[config.mk]
export PLATFORM = sky130hd
export DESIGN_NAME = tcpq_mem
export DESIGN_NICKNAME = d
export VERILOG_FILES = /design/src/hw/rtl/tcpq_pkg.sv /design/src/hw/rtl/tcpq_mem.sv
export SDC_FILE = /design/constraint.sdc
export NUM_CORES = 2
export LEC_CHECK = 0
export ABC_CLOCK_PERIOD_IN_PS = 6600
export BUFFER_PORTS_ARGS = -buffer_cell sky130_fd_sc_hd__buf_2
export CAP_MARGIN = 15
export CORE_MARGIN = 1.5
export CORE_UTILIZATION = 40
export DETAILED_ROUTE_END_ITERATION = 16
export PLACE_DENSITY = 0.51
export SLEW_MARGIN = 20
export SYNTH_ARGS = -nofsm -noshare
export SYNTH_HDL_FRONTEND = slang
export SYNTH_MEMORY_MAX_BITS = 65536
export SYNTH_SLANG_ARGS = --single-unit
[constraint.sdc]
create_clock -name clock -period 6.6 [get_ports clock]
set_input_delay 0.66 -clock clock [delete_from_list [all_inputs] [get_ports clock]]
set_output_delay 0.66 -clock clock [all_outputs]
set_load 0.01 [all_outputs]
[src/hw/rtl/tcpq_pkg.sv]
package tcpq_pkg;

   localparam logic [2:0] FUNC_ENQ    = 3'd0;
   localparam logic [2:0] FUNC_DEQ    = 3'd1;
   localparam logic [2:0] FUNC_MARK   = 3'd2;
   localparam logic [2:0] FUNC_REMOVE = 3'd3;
   localparam logic [2:0] FUNC_AGE    = 3'd4;

   localparam logic [1:0] STATUS_OK        = 2'd0;
   localparam logic [1:0] STATUS_EMPTY     = 2'd1;
   localparam logic [1:0] STATUS_NOT_FOUND = 2'd2;
   localparam logic [1:0] STATUS_FULL      = 2'd3;

   localparam logic [6:0] RESET_SENIOR_AGE = 7'd60;
   localparam logic [15:0] RESET_WAIT_LIMIT = 16'd120;

   localparam logic CSR_SENIOR_AGE = 1'b0;
   localparam logic CSR_WAIT_LIMIT = 1'b1;

   // class masks: bit 0 emergency, bit 1 priority, bit 2 normal
   localparam logic [2:0] CLASS_EMERG  = 3'b001;
   localparam logic [2:0] CLASS_PRIO   = 3'b010;
   localparam logic [2:0] CLASS_NORMAL = 3'b100;

   typedef struct packed {
      logic [15:0] tkt;
      logic [15:0] arrive;
      logic        prio;
      logic        emerg;
   } entry_type;

   typedef struct packed {
      logic      keep;
      logic      hit;
      entry_type ent;
   } pass_res_type;

   function automatic logic [2:0] pass_mask(input logic [2:0] op, input logic [1:0] ps);
      logic [2:0] m;
      m = CLASS_NORMAL;
      case (op)
         FUNC_ENQ:                 m = (ps == 2'd0) ? (CLASS_EMERG | CLASS_PRIO) : CLASS_NORMAL;
         FUNC_DEQ, FUNC_REMOVE:    m = CLASS_EMERG | CLASS_PRIO | CLASS_NORMAL;
         default: begin
            case (ps)
               2'd0:    m = CLASS_EMERG;
               2'd1:    m = CLASS_PRIO;
               default: m = CLASS_NORMAL;
            endcase
         end
      endcase
      return m;
   endfunction

   function automatic logic [1:0] last_pass(input logic [2:0] op);
      logic [1:0] p;
      case (op)
         FUNC_ENQ:              p = 2'd1;
         FUNC_DEQ, FUNC_REMOVE: p = 2'd0;
         default:               p = 2'd2;
      endcase
      return p;
   endfunction

endpackage

[src/hw/rtl/tcpq_mem.sv]
module tcpq_mem #(
   parameter int AW = 7
) (
   input  logic                  clock,
   input  logic                  wr_en,
   input  logic [AW-1:0]         wr_addr,
   input  tcpq_pkg::entry_type   wr_data,
   input  logic [AW-1:0]         rd_addr,
   output tcpq_pkg::entry_type   rd_data
);

   tcpq_pkg::entry_type mem [2**AW];
   tcpq_pkg::entry_type rd_data_ff;

   always_ff @(posedge clock) begin
      if (wr_en) begin
         mem[wr_addr] <= wr_data;
      end
      rd_data_ff <= mem[rd_addr];
   end

   assign rd_data = rd_data_ff;

endmodule

# Word-level counts from Yosys, hierarchy flattened
# Memories as Yosys holds them, arrays and structs flattened. A register that Yosys moved wholly into a read port is not among the register bits.
# Index checks and enable logic that the tools add are counted.
[classes]
n_mux = 2
[op_table]
columns = ["operator", "count"]
rows = [
  ["1-bit two-way mux", 2],
]
[totals]
mem_bits_rw = 4352
out_inout_bits = 34
reg_bits = 0
wordCells = 3
n_memories = 1
in_bits = 50
[memory_table]
columns = ["name", "depth", "word_bits", "read_ports", "rd_ports_with_merged_regs", "write_ports", "line", "rtl"]
rows = [
  ["mem", 128, 34, 1, 1, 1, "tcpq_mem.sv:12", "tcpq_pkg::entry_type mem [2**AW];"],
]

# Logic depth before layout (Yosys ltp)
[depth]
word_depth = 2
ltp_mapped = 8
ltp_nobuf = 4

# Least setup slack after synthesis
# Ideal clock, no wire load.
[synth_timing]
path_kind = "input port to flip-flop"
startpoint = "input port wr_en"
endpoint = "memory mem[98][0] (netlist bit) (enable)"
path_slack_ns = 2.561
setup_time_ns = 0.467
n_path_buf = 1
stages = 3
required_time_ns = 6.133
arrival_ns = 3.572
path_cell_list = "clkbuf_1 > nand4_1 > nor3_1"
[synth_between]
elab_chain_cells = 2
[synth_lines]
columns = ["item", "line", "rtl"]
rows = [
  ["from (decl)", "tcpq_mem.sv:5", "input logic wr_en,"],
  ["1-bit two-way mux", "tcpq_mem.sv:16", "if (wr_en) begin"],
  ["1-bit two-way mux (not written as such)", "tcpq_mem.sv:17", "mem[wr_addr] <= wr_data;"],
  ["to (decl)", "tcpq_mem.sv:12", ""],
]
# No other way between the ends.

==> results.toml <==
[routing]
wl_per_cell_um = 37.4
drcViolationCount = 0
firstDrtPassIters = 6
vias = 75400
drt-initial-drc-count = 10700
routed_wl_um = 477000
avgViaCountPerCell = 5.91
ant_nets = 0

[critical_path]
crit_top_cell = "mux4_2"
path_max_fanout = 64
crit_buf_inv = 2
rr_worst_depth = 4
cpPeakStageDelay_ns = 0.71
cp.depth = 6
worst-endpoint-required_ns = 7.47
crit_arrival_ns = 4.27
cp_slowest_cell = "buf_8"
crit_path_end_kind = "flop"
startpoint_type = "input pin"
crit_type = "input pin to flop"
crit_chain = "buf_8 > buf_4 > mux4_2 > mux4_2 > mux4_2 > mux2_2"
path_delay_family = "multiplexers"

[place]
port_buffers = 83
gp_congestion = 0.815
dp_worst_setup_slack_ns = 2.19
dp_hpwl_um = 278000

[clocking]
post_cts_buffers = 0
clk_path_buf_depth = 4
cts-hold-fix-buffers = 0
cts.sinks = 4386
insertion_delay_ns = 1.01
htree_levels = 5
cts_buffers = 452
cts_tree = "yes"
post_cts_resize_count = 0
cts.clk_slew.worst_paths_ns = 0.06
root_buffer = "clkbuf_16"

[pwr]
powerDensity_mw_per_mm2 = 310
total_leakage_power_nw = 57.9
total_power_mw = 59.0
peakVddDrop_uv = 247

[sta]
slew_viol_final = 0
worst_pin_slew_ns = 1.26
hold_viol = 0
min_period_ns = 3.40
setup_ws_ns = 3.20
fin_worst_skew_ns = 0.0584
timing.hold.ws_ns = 0.127
setup_viol = 0
post-route-period-util_pct = 51.5
grt_setup_unrepaired = "no"
setup_tns_ns = 0
fmax_ghz = 0.294
maxSlewHeadroom_pct = 16.2

[worst_hold_path]
hold_depth = 1
hold_path_class = "input pin to flop"

[synth]
synth_most_common_cell = "edfxtp_1"
synth-seq-cells = 4386
synth_top_area_share_pct = 78.7
syn_area_mm2 = 0.166
async_reset_ff_share_pct = 0
netlist_top_cells_area = "edfxtp_1 (79%), mux4_2 (19%), clkbuf_1 (0.47%)"
syn_nets = 6403
synthCells = 6353
yosys_warnings = 0
synth.largest_area_cell = "edfxtp_1"
yosysUniqueCellTypes = 17
yosysSeqAreaShare_pct = 79.2
synthTopCellsByCount = "edfxtp_1 (4,352), mux4_2 (1,428), clkbuf_1 (208)"
ys.flop_type = "edfxtp_1"
syn_avg_cell_area_um2 = 26.1
synth_edf_count = 4352

[global_route]
track_usage_pct = 22.8
antenna_found_initial = 69
grt_pass1_wl_um = 651000
grt_start_max_net_pins = 98
grt-ovfl-total = 0
grt_pass1_vias = 76100

[final_layout]
drive_gt1_share_pct = 35.9
nNetsFinal = 6890
synthToLayoutAreaGrowth_pct = 14.7

[floorplan]
start_util_pct = 40.2
die_h_um = 647
rows = 236
dieArea_mm2 = 0.419
ios = 84
die_w_um = 647
coreArea_mm2 = 0.413

[job]
max_cap_violations = 0

[run_status]
status = "finished clean"
[per-layer routing]
layer	routed length, um	part of all wire (%)	track usage (%)
met4	11300	2.4	5.50
met2	227000	48	36.0
met1	205000	43	33.4
met5	109	0.023	0
met3	33900	7.1	3.46
[state kept, by name (all words and copies together) (netlist names)]
name / cells
mem: 4352
rd_data: 34
[logic make-up (layout without fill, tap and decap cells)]
kind of cell / Yosys count / count (layout) / share of synthesized area (%)
simple gates: 170 / 170 / 0.420
buf+inv: 335 / 1200 / 0.819
mux: 1462 / 1462 / 19.6
flops: 4386 / 4386 / 79.2
other cells: 0 / 72 / 0
[report_power, final]
part           internal [mW]  switching (mW)
registers               30.8           0.161
logic                   1.12            1.98
clock network           14.3            10.7
total                   46.2            12.9
[path summary, 6_finish.rpt]
check	from	slack [ns]	endpoint
setup / recovery	rd_addr[2]	3.20	rd_data[32]
hold / removal	wr_data[21]	0.13	mem[64][21]
setup reg to reg	mem[117][30]	3.88	rd_data[30]
hold reg to reg	mem[27][9]	1.11	rd_data[9]
[metrics by stage]
step | instances | utilization [%] | cell area [um^2]
final | 12800 | 46.1 | 190000
after global routing | 12700 | 46.1 | 190000
after CTS | 12700 | 46.0 | 190000
after detailed placement | 11900 | 42.5 | 176000
after global placement | 11900 | 42.5 | 176000
after floorplan | 6353 | - | 166000
[cells in the final DEF (no fill, tap or decap)]
master,synthesis,layout
edfxtp_1,4352,4352
mux4_2,1428,1428
clkbuf_16,0,457
buf_4,3,280
nor2_4,0,119
clkbuf_1,208,109
clkinv_1,0,98
clkinv_2,0,80
diode_2,0,72
buf_2,66,42
buf_12,0,38
mux2_2,34,34
bufinv_16,0,34
dfxtp_1,34,34
clkbuf_8,0,19
nand2_1,14,11
clkinvlp_4,0,10
clkinv_16,0,9
nor3_2,0,8
nor2b_1,7,7
nand3_1,12,7
nand3_2,0,5
inv_16,0,5
inv_6,0,5
clkinv_8,0,4
nor2_1,122,3
nand4_1,3,3
nand2_2,0,3
buf_8,0,3
buf_16,0,3
nand2b_1,2,2
clkinv_4,0,2
buf_6,1,2
or3_1,1,1
nor3_4,0,1
[area by class of cell]
| cell class | count | area [um^2] |
|---|---|---|
| Clock inverter | 247 | 2360 |
| Fill cell | 33600 | 223000 |
| Multi-Input combinational cell | 1632 | 34200 |
| Sequential cell | 4386 | 131000 |
| Clock buffer | 585 | 12100 |
| Tap cell | 5474 | 6850 |
| Antenna cell | 72 | 180 |
| Timing Repair Buffer | 368 | 3220 |
No activity file was read; power rests on OpenSTA's default activity.
