--- src/hw/rtl/tcpq_pkg.sv ---
package tcpq_pkg;

   localparam logic [2:0] FUNC_ENQ    = 3'd0;
   localparam logic [2:0] FUNC_DEQ    = 3'd1;
   localparam logic [2:0] FUNC_MARK   = 3'd2;
   localparam logic [2:0] FUNC_REMOVE = 3'd3;
   localparam logic [2:0] FUNC_AGE    = 3'd4;

   localparam logic [1:0] STATUS_OK        = 2'd0;
   localparam logic [1:0] STATUS_EMPTY     = 2'd1;
   localparam logic [1:0] STATUS_NOT_FOUND = 2'd2;
   localparam logic [1:0] STATUS_FULL      = 2'd3;

   localparam logic [6:0] RESET_SENIOR_AGE = 7'd60;
   localparam logic [15:0] RESET_WAIT_LIMIT = 16'd120;

   localparam logic CSR_SENIOR_AGE = 1'b0;
   localparam logic CSR_WAIT_LIMIT = 1'b1;

   // class masks: bit 0 emergency, bit 1 priority, bit 2 normal
   localparam logic [2:0] CLASS_EMERG  = 3'b001;
   localparam logic [2:0] CLASS_PRIO   = 3'b010;
   localparam logic [2:0] CLASS_NORMAL = 3'b100;

   typedef struct packed {
      logic [15:0] tkt;
      logic [15:0] arrive;
      logic        prio;
      logic        emerg;
   } entry_type;

   typedef struct packed {
      logic      keep;
      logic      hit;
      entry_type ent;
   } pass_res_type;

   function automatic logic [2:0] pass_mask(input logic [2:0] op, input logic [1:0] ps);
      logic [2:0] m;
      m = CLASS_NORMAL;
      case (op)
         FUNC_ENQ:                 m = (ps == 2'd0) ? (CLASS_EMERG | CLASS_PRIO) : CLASS_NORMAL;
         FUNC_DEQ, FUNC_REMOVE:    m = CLASS_EMERG | CLASS_PRIO | CLASS_NORMAL;
         default: begin
            case (ps)
               2'd0:    m = CLASS_EMERG;
               2'd1:    m = CLASS_PRIO;
               default: m = CLASS_NORMAL;
            endcase
         end
      endcase
      return m;
   endfunction

   function automatic logic [1:0] last_pass(input logic [2:0] op);
      logic [1:0] p;
      case (op)
         FUNC_ENQ:              p = 2'd1;
         FUNC_DEQ, FUNC_REMOVE: p = 2'd0;
         default:               p = 2'd2;
      endcase
      return p;
   endfunction

endpackage

--- src/hw/rtl/tcpq_pass.sv ---
module tcpq_pass #(
   parameter int IW = 6
) (
   input  tcpq_pkg::entry_type    ent,
   input  logic [IW-1:0]          idx,
   input  logic [2:0]             op,
   input  logic [2:0]             mask,
   input  logic [15:0]            tkt,
   input  logic [15:0]            now,
   input  logic [15:0]            wait_limit,
   input  logic                   found,
   input  logic [IW-1:0]          pos,
   output tcpq_pkg::pass_res_type res
);

   logic [15:0] wait_time;
   logic        hit;
   logic        em;
   logic        pr;
   logic [2:0]  cls;
   logic        skip;

   always_comb begin
      wait_time = now - ent.arrive;
      case (op)
         tcpq_pkg::FUNC_DEQ:                       hit = (idx == '0);
         tcpq_pkg::FUNC_REMOVE, tcpq_pkg::FUNC_MARK:
            hit = found ? (idx == pos) : (ent.tkt == tkt);
         default:                                  hit = 1'b0;
      endcase
      em = ent.emerg | ((op == tcpq_pkg::FUNC_MARK) & hit);
      pr = ent.prio | ((op == tcpq_pkg::FUNC_AGE) & (wait_time > wait_limit));
      cls = em ? tcpq_pkg::CLASS_EMERG : (pr ? tcpq_pkg::CLASS_PRIO : tcpq_pkg::CLASS_NORMAL);
      skip = (op == tcpq_pkg::FUNC_DEQ) | (op == tcpq_pkg::FUNC_REMOVE);
      res.keep = (|(cls & mask)) & ~(skip & hit);
      res.hit = hit;
      res.ent.tkt = ent.tkt;
      res.ent.arrive = ent.arrive;
      res.ent.prio = pr;
      res.ent.emerg = em;
   end

endmodule

--- config.mk ---
export PLATFORM = sky130hd
export DESIGN_NAME = tcpq_pass
export DESIGN_NICKNAME = d
export VERILOG_FILES = /design/src/hw/rtl/tcpq_pkg.sv /design/src/hw/rtl/tcpq_pass.sv
export SDC_FILE = /design/constraint.sdc
export NUM_CORES = 1
export LEC_CHECK = 0
export ABC_CLOCK_PERIOD_IN_PS = 4700
export BUFFER_PORTS_ARGS = -buffer_cell sky130_fd_sc_hd__buf_2
export CAP_MARGIN = 20
export CORE_ASPECT_RATIO = 1.5
export CORE_MARGIN = 4
export CORE_UTILIZATION = 39
export DETAILED_ROUTE_END_ITERATION = 16
export PLACE_DENSITY = 0.83
export SYNTH_ARGS = -nofsm -noshare
export SYNTH_HDL_FRONTEND = slang
export SYNTH_SLANG_ARGS = --single-unit
--- constraint.sdc ---
create_clock -name vclk -period 4.7
set_input_delay 0.94 -clock vclk [all_inputs]
set_output_delay 0.94 -clock vclk [all_outputs]
set_load 0.01 [all_outputs]
After elaboration in Yosys (flattened, before gate mapping)
Index checks and enable logic that the tools add are counted.
{ "word_totals": {"out_inout_bits": 36, "inputBits": 101, "ff_bits": 0} }
{ "classes": {"addsub": 1, "bitwise": 9, "eq_ne": 6, "n_mux": 4, "n_reduce_logical": 3, "n_lt_le_gt_ge": 1} }
{ "op_table": {"columns": ["operator", "count"], "rows": [
  ["16-bit == test", 1],
  ["16-bit > comparator", 1],
  ["16-bit subtractor", 1],
  ["3-bit by 2-bit == test with 1-bit output (second input constant)", 2],
  ["6-bit == test", 1],
  ["6-bit zero test", 1],
  ["3-bit two-way mux", 2],
  ["1-bit bitwise AND", 4],
  ["3-bit bitwise AND", 1],
  ["3-bit by 1-bit == test with 1-bit output (second input constant)", 1],
  ["3-bit == test (second input constant)", 1],
  ["1-bit bitwise OR", 3],
  ["3-bit OR reduction", 1],
  ["1-bit one-hot mux with 2 select lines", 1],
  ["2-bit OR reduction", 1],
  ["1-bit two-way mux", 1],
  ["1-bit NOT", 1]
]} }

Logic depth before layout (Yosys ltp)
Gate-level depths: netlist (run 1).
{ "depth": {"word_depth": 9, "ltp_mapped": 16, "depth_no_buf": 16} }

Worst setup path before layout (run 1)
OpenSTA, ideal clock, no wires.
{ "synth_path": {"path_kind": "input-to-output", "start": "input ent[6] (netlist bit)", "end": "output res[35] (netlist bit)", "t_required_ns": 3.760, "arrival_ns": 4.184, "path_stages": 15, "setup_slack_ns": -0.424, "n_path_buf": 0, "cell_sequence": "inv_1 -> ha_1 -> a21o_1 -> or4_4 -> o221ai_2 -> a31oi_1 -> or4_1 -> nand3_1 -> ha_1 -> nand4_1 -> or4_1 -> a31oi_1 -> a31o_2 -> a211oi_1 -> a221oi_1"} }
{ "synth_lines": {"columns": ["element", "line", "rtl"], "rows": [
  ["from (decl)", "tcpq_pass.sv:4", "input tcpq_pkg::entry_type ent,"],
  ["to (decl)", "tcpq_pass.sv:13", "output tcpq_pkg::pass_res_type res"]
]} }

==> results of run 1 <==
-- power by group through the flow --
stage               combinational, mW  sequential [mW]  clock, mW
finish                          0.354                0          0
global route                    0.398                0          0
CTS                             0.334                0          0
detailed placement              0.319                0          0
global placement                0.308                0          0
floorplan                       0.204                0          0
-- Yosys cell counts (all sizes together) --
| cell type | number | area (µm²) |
|---|---|---|
| xor2 | 24 | 210 |
| o211a | 1 | 10.0 |
| ha | 31 | 388 |
| or3 | 3 | 18.8 |
| a221oi | 1 | 8.76 |
| or2 | 1 | 6.26 |
| nor3b | 2 | 20.0 |
| nand2 | 4 | 15.0 |
| a21o | 2 | 15.0 |
| xnor2 | 10 | 87.6 |
| o31a | 2 | 17.5 |
| and2 | 1 | 7.51 |
| o21a | 3 | 22.5 |
| or2b | 1 | 8.76 |
| nor4 | 5 | 31.3 |
| inv | 40 | 150 |
| nor3 | 8 | 40.0 |
| o221a | 1 | 11.3 |
| a2111oi | 2 | 17.5 |
| nand3b | 3 | 22.5 |
| fa | 1 | 20.0 |
| o211ai | 5 | 37.5 |
| nand3 | 2 | 10.0 |
| or4 | 3 | 26.3 |
| a211oi | 2 | 15.0 |
| nand4 | 6 | 37.5 |
| a311oi | 3 | 26.3 |
| nand2b | 3 | 18.8 |
| buf | 35 | 263 |
| o31ai | 2 | 15.0 |
| nor2 | 15 | 56.3 |
| a31oi | 3 | 18.8 |
| a31o | 1 | 8.76 |
| nor2b | 4 | 25.0 |
| and3 | 3 | 20.0 |
| o221ai | 1 | 15.0 |
| o21ai | 9 | 45.0 |
| a21oi | 9 | 48.8 |
| and4 | 1 | 8.76 |
-- logic make-up (layout without fill, tap and decap cells) --
family                     count (synthesis)  after routing  share of synthesized area (%)
buffers and inverters                     75            213                           22.6
and+or+nand+nor                           65             65                           20.4
AOI/OAI and AO/OA                         47             47                           18.2
xor gates and xnor gates                  34             34                           16.3
adders and majority gates                 32             32                           22.4
-- cell type report --
type | instances | share of cell area, %
Multi-Input combinational cell | 178 | 56.3
Timing Repair Buffer | 173 | 35.3
Inverter | 40 | 5.55
Tap cell | 64 | 2.86
-- path summary, 6_finish.rpt --
| kind | start | endpoint | slack [ns] | cells after the start |
|---|---|---|---|---|
| max | ent[2] | res[35] | -0.47 | 18 |
| min | ent[2] | res[2] | 2.08 | 2 |
-- metrics by stage --
step	utilization [%]	hold WS [ns]
global route	61.6	2.08
finish	61.6	2.08
floorplan	-	1.97
global placement	57.7	2.08
CTS	59.3	2.08
detailed placement	57.7	2.08
-- worst max-delay path: stages --
cell and delay, ns:
buf_6 0.10, ha_4 0.15, fa_2 0.37, nor2b_2 0.13, o31a_1 0.16, o211ai_1 0.11, o211a_1 0.28, o211ai_1 0.18
nand3b_1 0.16, ha_4 0.31, nand4_1 0.13, nor2_1 0.21, a2111oi_4 0.12, buf_4 0.15, a311oi_2 0.28, a211oi_2 0.06
a221oi_2 0.21, buf_2 0.18
-- layer usage --
layer | vias to the layer above | GRT usage [%] | share of wire (%)
met5 | - | 0 | 0
met4 | 0 | 0.901 | 0.31
met3 | 2 | 2.94 | 8.3
met2 | 89 | 38.7 | 59
met1 | 1006 | 17.7 | 32
li1 | 1134 | - | -
-- cell usage in the layout, fill, tap and decap left out, types with 2 or more instances in the layout --
| cell type | instances |
|---|---|
| inv_4 | 2 |
| nor4_1 | 5 |
| o21ai_0 | 9 |
| nor3_1 | 7 |
| nand2b_1 | 3 |
| buf_4 | 34 |
| or4_4 | 2 |
| or3_1 | 3 |
| o31ai_1 | 2 |
| a311oi_1 | 2 |
| nand3_1 | 2 |
| a21oi_1 | 8 |
| nand3b_1 | 3 |
| ha_1 | 26 |
| nand2_1 | 4 |
| a21o_1 | 2 |
| o21a_1 | 3 |
| o31a_1 | 2 |
| nor2b_1 | 3 |
| buf_6 | 6 |
| and3_1 | 2 |
| ha_4 | 4 |
| inv_1 | 37 |
| o211ai_1 | 5 |
| xor2_1 | 24 |
| nor2_1 | 14 |
| buf_2 | 133 |
| nand4_1 | 6 |
| a31oi_4 | 2 |
| xnor2_1 | 10 |
-- what timing repair did --
item	4_1_cts	5_1_grt
pin swaps	15	10
buffers inserted	3	2
gates resized for setup	7	15
setup endpoints to repair	2	2
==> impl_metrics.yaml, run 1 <==
outcome:
  status: "finished, violations left"
  violations: "negative setup slack"
timing:
  setup-violations-final: 2
  hold_viol: 0
  rsz0062_at_grt: "true"
  fmax_ghz: 0.194
  worst_slack_ns: -0.467
  timing.slew.headroom_pct: 60.1
  maxSlewViolCount: 0
  fin_tns_setup_ns: -0.814
  min_period_ns: 5.17
  tightest_slew_ns: 0.593
  fin_crit_sh_pct: 110
detailed_routing:
  vias_per_cell: 4.90
  vias: 2231
  drt_wl_total_mm: 5.47
  drtPass1Iterations: 4
  ant_nets: 0
  drt_iter0_markers: 36
  wl_per_cell_um: 12.0
  drc: 0
layout:
  n_antenna_cell: 0
  num-clock-buffers: 0
  multiInputGateArea_um2: 1570
  final_cells: 455
  seq_area_um2: 0
  nFlopsAndLatches: 0
  final_layout_size_suffix_gt1_share_pct: 51.7
  fin_area_um2: 2800
  n_fill_cell: 399
  area_growth_pct: 53.4
  nNetsFinal: 526
setup_path:
  arrival_ns: 4.23
  crit_fanout: 3
  critPathLaunchType: "input pin"
  worstSetupEndpointType: "primary output"
  path_class: "in2out"
  cp.required_ns: 3.76
floorplanning:
  pin_count: 137
  design.core.area_um2: 4540
  die_width_um: 63.8
  die_y_um: 91.8
  die-area_um2: 5860
  row_count: 30
  start_util_pct: 40.2
flow_run:
  cap_viol_max_count: 0
pwr:
  leakage_nw: 1.53
  p_per_area_nw_per_um2: 126
  p_seq_share_pct: 0
  finalPower_mw: 0.354
  power_frac_comb_pct: 100.0
  p_clk_share_pct: 0
  switchingPower_mw: 0.167
  peakVddDrop_mv: 0.0723
  p_sw_share_pct: 47.3
  intPower_mw: 0.186
placement:
  portBuffers: 137
  pre_cts_slack_ns: -0.594
  numPlacedInstances: 450
  hpwl_mm: 4.96
  gp_congestion: 0.833
  placed_area_um2: 2620
synth:
  mappedNetlistNets: 386
  netlist_area_um2: 1820
  synth.avg_cell_area_um2: 7.21
  postSynthCellCount: 253
  synth_warnings: 0
  yosysSeqAreaShare_pct: 0
  ys_types: 43
global_routing:
  grtUsageTotal_pct: 18.0
  grt_pass1_wl_mm: 9.14
  grt_antenna_before_repair: 0
  grt_pass1_vias: 2243
  grt_overflow: 0
  grt_max_degree: 9
cts:
  hold_buffers: 0
hold_path:
  hold_path_class: "in2out"
Power figures use the tool's default switching activity.
==> run 2: changes to the inputs <==
--- a/config.mk
+++ b/config.mk
@@ -13,6 +13,7 @@
 export CORE_UTILIZATION = 39
 export DETAILED_ROUTE_END_ITERATION = 16
 export PLACE_DENSITY = 0.83
+export SETUP_SLACK_MARGIN = 0.05
 export SYNTH_ARGS = -nofsm -noshare
 export SYNTH_HDL_FRONTEND = slang
 export SYNTH_SLANG_ARGS = --single-unit
==> run 2 against run 1 <==
Compared with the run above: the flow still finishes with violations (negative setup slack); sequential share of layout area unchanged; flip-flop and latch count unchanged; cell count shrank 1.3%; worst setup slack worse by 0.0049 ns; die area did not move; via count is 1.3% lower; combinational power fell by 3%; non-clock buffer count is 6 lower; first-iteration DRC count grew 47%; critical path depth fell by 1; maximum frequency about the same; critical path type unchanged; largest power group unchanged.
==> impl_metrics.yaml, run 2 (synthesis results as in run 1) <==
outcome:
  status: "finished, violations left"
  violations: "negative setup slack"
pwr:
  p_per_area_nw_per_um2: 126
  peakVddDrop_mv: 0.0666
  finalPower_mw: 0.342
  leakage_nw: 1.50
setup_path:
  arrival_ns: 4.23
  critPathLaunchType: "input pin"
  crit_fanout: 3
  worstSetupEndpointType: "primary output"
  crit_slowest_cell: "or4_4"
  path_class: "in2out"
  max_stage_delay_ns: 0.45
  cp.required_ns: 3.76
  crit_chain: "buf_6, inv_4, ha_4, a21o_1, or4_4, o221ai_4, a31oi_2, or4_1, nand3_2, ha_4, nand4_1, or3_1, a21o_1, a31o_2, a211oi_2, a221oi_2, buf_2"
timing:
  worst_slack_ns: -0.472
  fin_tns_setup_ns: -0.862
  timing.slew.headroom_pct: 56.7
  hold_viol: 0
  maxSlewViolCount: 0
  fmax_ghz: 0.193
  rsz0062_at_grt: "true"
  setup-violations-final: 2
  fin_crit_sh_pct: 110
  min_period_ns: 5.17
  tightest_slew_ns: 0.633
layout:
  mostFrequentLayoutCells: "buf_2 (133), inv_1 (37), buf_4 (29)"
  n_antenna_cell: 0
  num-clock-buffers: 0
  nFlopsAndLatches: 0
  fin_area_um2: 2720
  seq_area_um2: 0
  final_cells: 449
  final_layout_size_suffix_gt1_share_pct: 50.4
  final_core_util_pct: 59.8
  layout_commonest_cell: "buf_2"
  area_growth_pct: 48.9
  n_fill_cell: 424
  nNetsFinal: 520
detailed_routing:
  ant_nets: 0
  vias_per_cell: 4.90
  drt_iter0_markers: 53
  drc: 0
  wl_per_cell_um: 12.5
  vias: 2202
  drt_wl_total_mm: 5.60
  drtPass1Iterations: 4
global_routing:
  grt_pass1_wl_mm: 9.26
  grt_overflow: 0
  grt_max_degree: 9
  grt_antenna_before_repair: 0
  grtUsageTotal_pct: 18.2
  grt_pass1_vias: 2381
floorplanning:
  row_count: 30
  start_util_pct: 40.2
  die_y_um: 91.8
  pin_count: 137
  die-area_um2: 5860
  design.core.area_um2: 4540
  die_width_um: 63.8
placement:
  hpwl_mm: 5.03
  numPlacedInstances: 443
  portBuffers: 137
  placed_area_um2: 2570
  gp_congestion: 0.785
flow_run:
  cap_viol_max_count: 0
hold_path:
  hold_path_class: "in2out"
## run 2: cell types whose count changed in the layout (fill, tap and decap cells not counted), sizes merged
cell  before  now
buf      173  167
## run 2: layout make-up
type,count,area [µm²],share of cell area [%]
Multi-Input combinational cell,178,1540,56.7
Timing Repair Buffer,167,940,34.6
Inverter,40,155,5.71
Tap cell,64,80.1,2.95
## run 2: power by group
group | internal, mW | switching [mW]
logic | 0.179 | 0.163
clock network | 0 | 0
registers | 0 | 0
total | 0.179 | 0.163
## run 2: final timing paths
| path | to | start | slack, ns | depth (start not counted) |
|---|---|---|---|---|
| max | res[35] | ent[6] | -0.47 | 17 |
| min | res[13] | ent[13] | 2.08 | 2 |
## run 2: timing repair
item,in CTS,in global routing
hold buffers,0,0
pin swaps,13,13
setup buffers,6,1
setup endpoints to repair,2,2
resized for setup,10,7
## run 2: worst max-delay path: cells and delay by family
kind	cells	cell delay, ns
and+or+nand+nor	5	1.43
AOI/OAI and AO/OA	7	1.22
adders and majority gates	2	0.33
buffers and inverters	3	0.32
## run 2: routing by layer
| metal | GRT usage, % | routed length [µm] | up-vias | share of wire, % |
|---|---|---|---|---|
| met5 | 0 | 0 | - | 0 |
| met4 | 2.52 | 63 | 0 | 1.1 |
| met3 | 2.45 | 412 | 6 | 7.4 |
| met2 | 41.8 | 3340 | 81 | 60 |
| met1 | 15.5 | 1780 | 1003 | 32 |
| li1 | - | - | 1112 | - |
## run 2: metrics by stage
stage | hold WS (ns) | setup slack [ns]
3_3_place_gp | 2.08 | -0.435
2_1_floorplan | 1.97 | -0.132
4_1_cts | 2.08 | -0.401
6_report | 2.08 | -0.472
5_1_grt | 2.08 | -0.624
3_5_place_dp | 2.08 | -0.503
==> run 3: changes to the inputs <==
--- a/config.mk
+++ b/config.mk
@@ -5,14 +5,15 @@
 export SDC_FILE = /design/constraint.sdc
 export NUM_CORES = 1
 export LEC_CHECK = 0
-export ABC_CLOCK_PERIOD_IN_PS = 4700
+export ABC_AREA = 1
+export ABC_CLOCK_PERIOD_IN_PS = 6350
 export BUFFER_PORTS_ARGS = -buffer_cell sky130_fd_sc_hd__buf_2
 export CAP_MARGIN = 20
 export CORE_ASPECT_RATIO = 1.5
 export CORE_MARGIN = 4
-export CORE_UTILIZATION = 39
+export CORE_UTILIZATION = 45
 export DETAILED_ROUTE_END_ITERATION = 16
-export PLACE_DENSITY = 0.83
+export PLACE_DENSITY = 0.89
 export SETUP_SLACK_MARGIN = 0.05
 export SYNTH_ARGS = -nofsm -noshare
 export SYNTH_HDL_FRONTEND = slang
==> constraint.sdc (replaced) <==
create_clock -name vclk -period 6.35
set_input_delay 1.27 -clock vclk [all_inputs]
set_output_delay 1.27 -clock vclk [all_outputs]
set_load 0.01 [all_outputs]
==> run 3 against run 2 <==
Compared with the run above: the run now ends clean; critical path depth up 6; worst setup slack better by 1.6 ns; first-iteration DRC count down 36%; cell area down 10%; cell count up 9.8%.
==> impl_metrics.yaml, run 3 <==
synth:
  yosysMostFrequentCell: "nand2_1"
  ys_types: 26
  yosysTopAreaCellShare_pct: 19.8
  yosysSeqAreaShare_pct: 0
  synth_warnings: 0
  postSynthCellCount: 345
  synth_area_leader_cell: "ha_1"
  mappedNetlistNets: 478
  netlist_area_um2: 1960
  synth_top_cells_by_count: "nand2_1 (88), inv_1 (80), buf_4 (35)"
  synth.avg_cell_area_um2: 5.67
  synth.area.top_cells: "ha_1 (20%), nand2_1 (17%), inv_1 (15%)"
layout:
  area_growth_pct: 24.6
  layout_commonest_cell: "buf_2"
  n_fill_cell: 433
  final_cells: 493
  seq_area_um2: 0
  final_layout_size_suffix_gt1_share_pct: 32.4
  n_antenna_cell: 0
  final_core_util_pct: 57.9
  num-clock-buffers: 0
  nFlopsAndLatches: 0
  mostFrequentLayoutCells: "buf_2 (137), nand2_1 (88), inv_1 (80)"
  nNetsFinal: 582
detailed_routing:
  wl_per_cell_um: 10.1
  vias: 2301
  drt_iter0_markers: 34
  drc: 0
  drt_wl_total_mm: 4.99
  drtPass1Iterations: 5
  vias_per_cell: 4.67
  ant_nets: 0
timing:
  fin_crit_sh_pct: 82.5
  fmax_ghz: 0.191
  hold_viol: 0
  maxSlewViolCount: 0
  worst_slack_ns: 1.11
  fin_tns_setup_ns: 0
  rsz0062_at_grt: "false"
  timing.slew.headroom_pct: 81.1
  tightest_slew_ns: 0.281
  setup-violations-final: 0
  min_period_ns: 5.24
setup_path:
  crit_buf_inv: 3
  crit_chain: "buf_2, ha_1, fa_1, o21ai_2, a21boi_2, o21ai_2, nand2_1, nand2_1, xor2_1, ha_1, nand2_1, inv_1, nand2_1, nand2_1, a21oi_1, nand2_1, nand2_1, nand2_1, nand2_1, nand2_1, nor2_1, nor2_1, buf_2"
  path_class: "in2out"
  critPathLaunchType: "input pin"
  crit_slowest_cell: "fa_1"
  worstSetupEndpointType: "primary output"
  max_stage_delay_ns: 0.42
  crit_path_frequent_cell: "nand2_1"
  arrival_ns: 3.97
  crit_fanout: 3
  cp.required_ns: 5.08
  path_delay_family: "adder cells"
global_routing:
  grt_pass1_wl_mm: 7.73
  grt_pass1_vias: 2145
  grt_max_degree: 6
  grt_antenna_before_repair: 0
  grt_overflow: 0
  grtUsageTotal_pct: 17.3
outcome:
  status: "complete, no violations"
floorplanning:
  pin_count: 137
  row_count: 29
  design.core.area_um2: 4210
  die_y_um: 88.8
  die_width_um: 61.8
  start_util_pct: 46.5
  die-area_um2: 5490
pwr:
  peakVddDrop_mv: 0.0464
  leakage_nw: 1.68
  finalPower_mw: 0.210
  p_per_area_nw_per_um2: 86.0
cts:
  cts_setup_buffers: 0
  hold_buffers: 0
  cts_resized: 0
placement:
  numPlacedInstances: 493
  pre_cts_slack_ns: 1.08
  hpwl_mm: 4.79
  gp_congestion: 0.897
  portBuffers: 137
hold_path:
  hold_path_class: "in2out"
flow_run:
  cap_viol_max_count: 0
## run 3: cell types whose count changed in the layout (fill, tap and decap cells not counted), sizes merged, moves of 9 or more
cell | previous run | this run
nand2 | 4 | 90
inv | 40 | 80
buf | 167 | 137
a21oi | 9 | 22
xor2 | 24 | 12
nand3 | 2 | 11
nor2 | 15 | 24
## run 3: per-layer routing
layer | vias up | track usage (%) | routed length [µm]
met5 | - | 0 | 0
met4 | 0 | 2.51 | 82
met3 | 6 | 1.75 | 332
met2 | 84 | 37.3 | 2800
met1 | 975 | 16.5 | 1770
li1 | 1236 | - | -
## run 3: worst paths after layout
| path | from | to | slack [ns] | cells past startpoint |
|---|---|---|---|---|
| hold / removal | ent[5] | res[5] | 2.74 | 2 |
| setup / recovery | ent[2] | res[35] | 1.11 | 23 |
## run 3: through the flow
| step | hold WS, ns | instance area (µm²) |
|---|---|---|
| CTS | 2.74 | 2440 |
| global route | 2.75 | 2440 |
| global placement | 2.74 | 2440 |
| finish | 2.74 | 2440 |
| detailed placement | 2.74 | 2440 |
| floorplan | 2.63 | 1960 |
## run 3: cell type report
cell class	count	area, µm²	area share (%)
repair buffers	137	686	28.1
multi-input cells	230	1390	57.2
well taps	46	57.6	2.36
inverters	80	300	12.3
## run 3: cell families (layout without fill, tap and decap cells)
kind of cell / Yosys count / count (layout) / share of synthesized area (%)
buf+inv: 115 / 217 / 28.8
xor+xnor: 21 / 21 / 9.40
simple gates: 138 / 138 / 29.2
compound gates: 39 / 39 / 11.8
fa+ha+maj: 32 / 32 / 20.8
## run 3: where the power goes
group | total, mW | internal (mW) | switching [mW]
sequential | 0 | 0 | 0
clock | 0 | 0 | 0
combinational | 0.210 | 0.0946 | 0.115
total | 0.210 | 0.0946 | 0.115
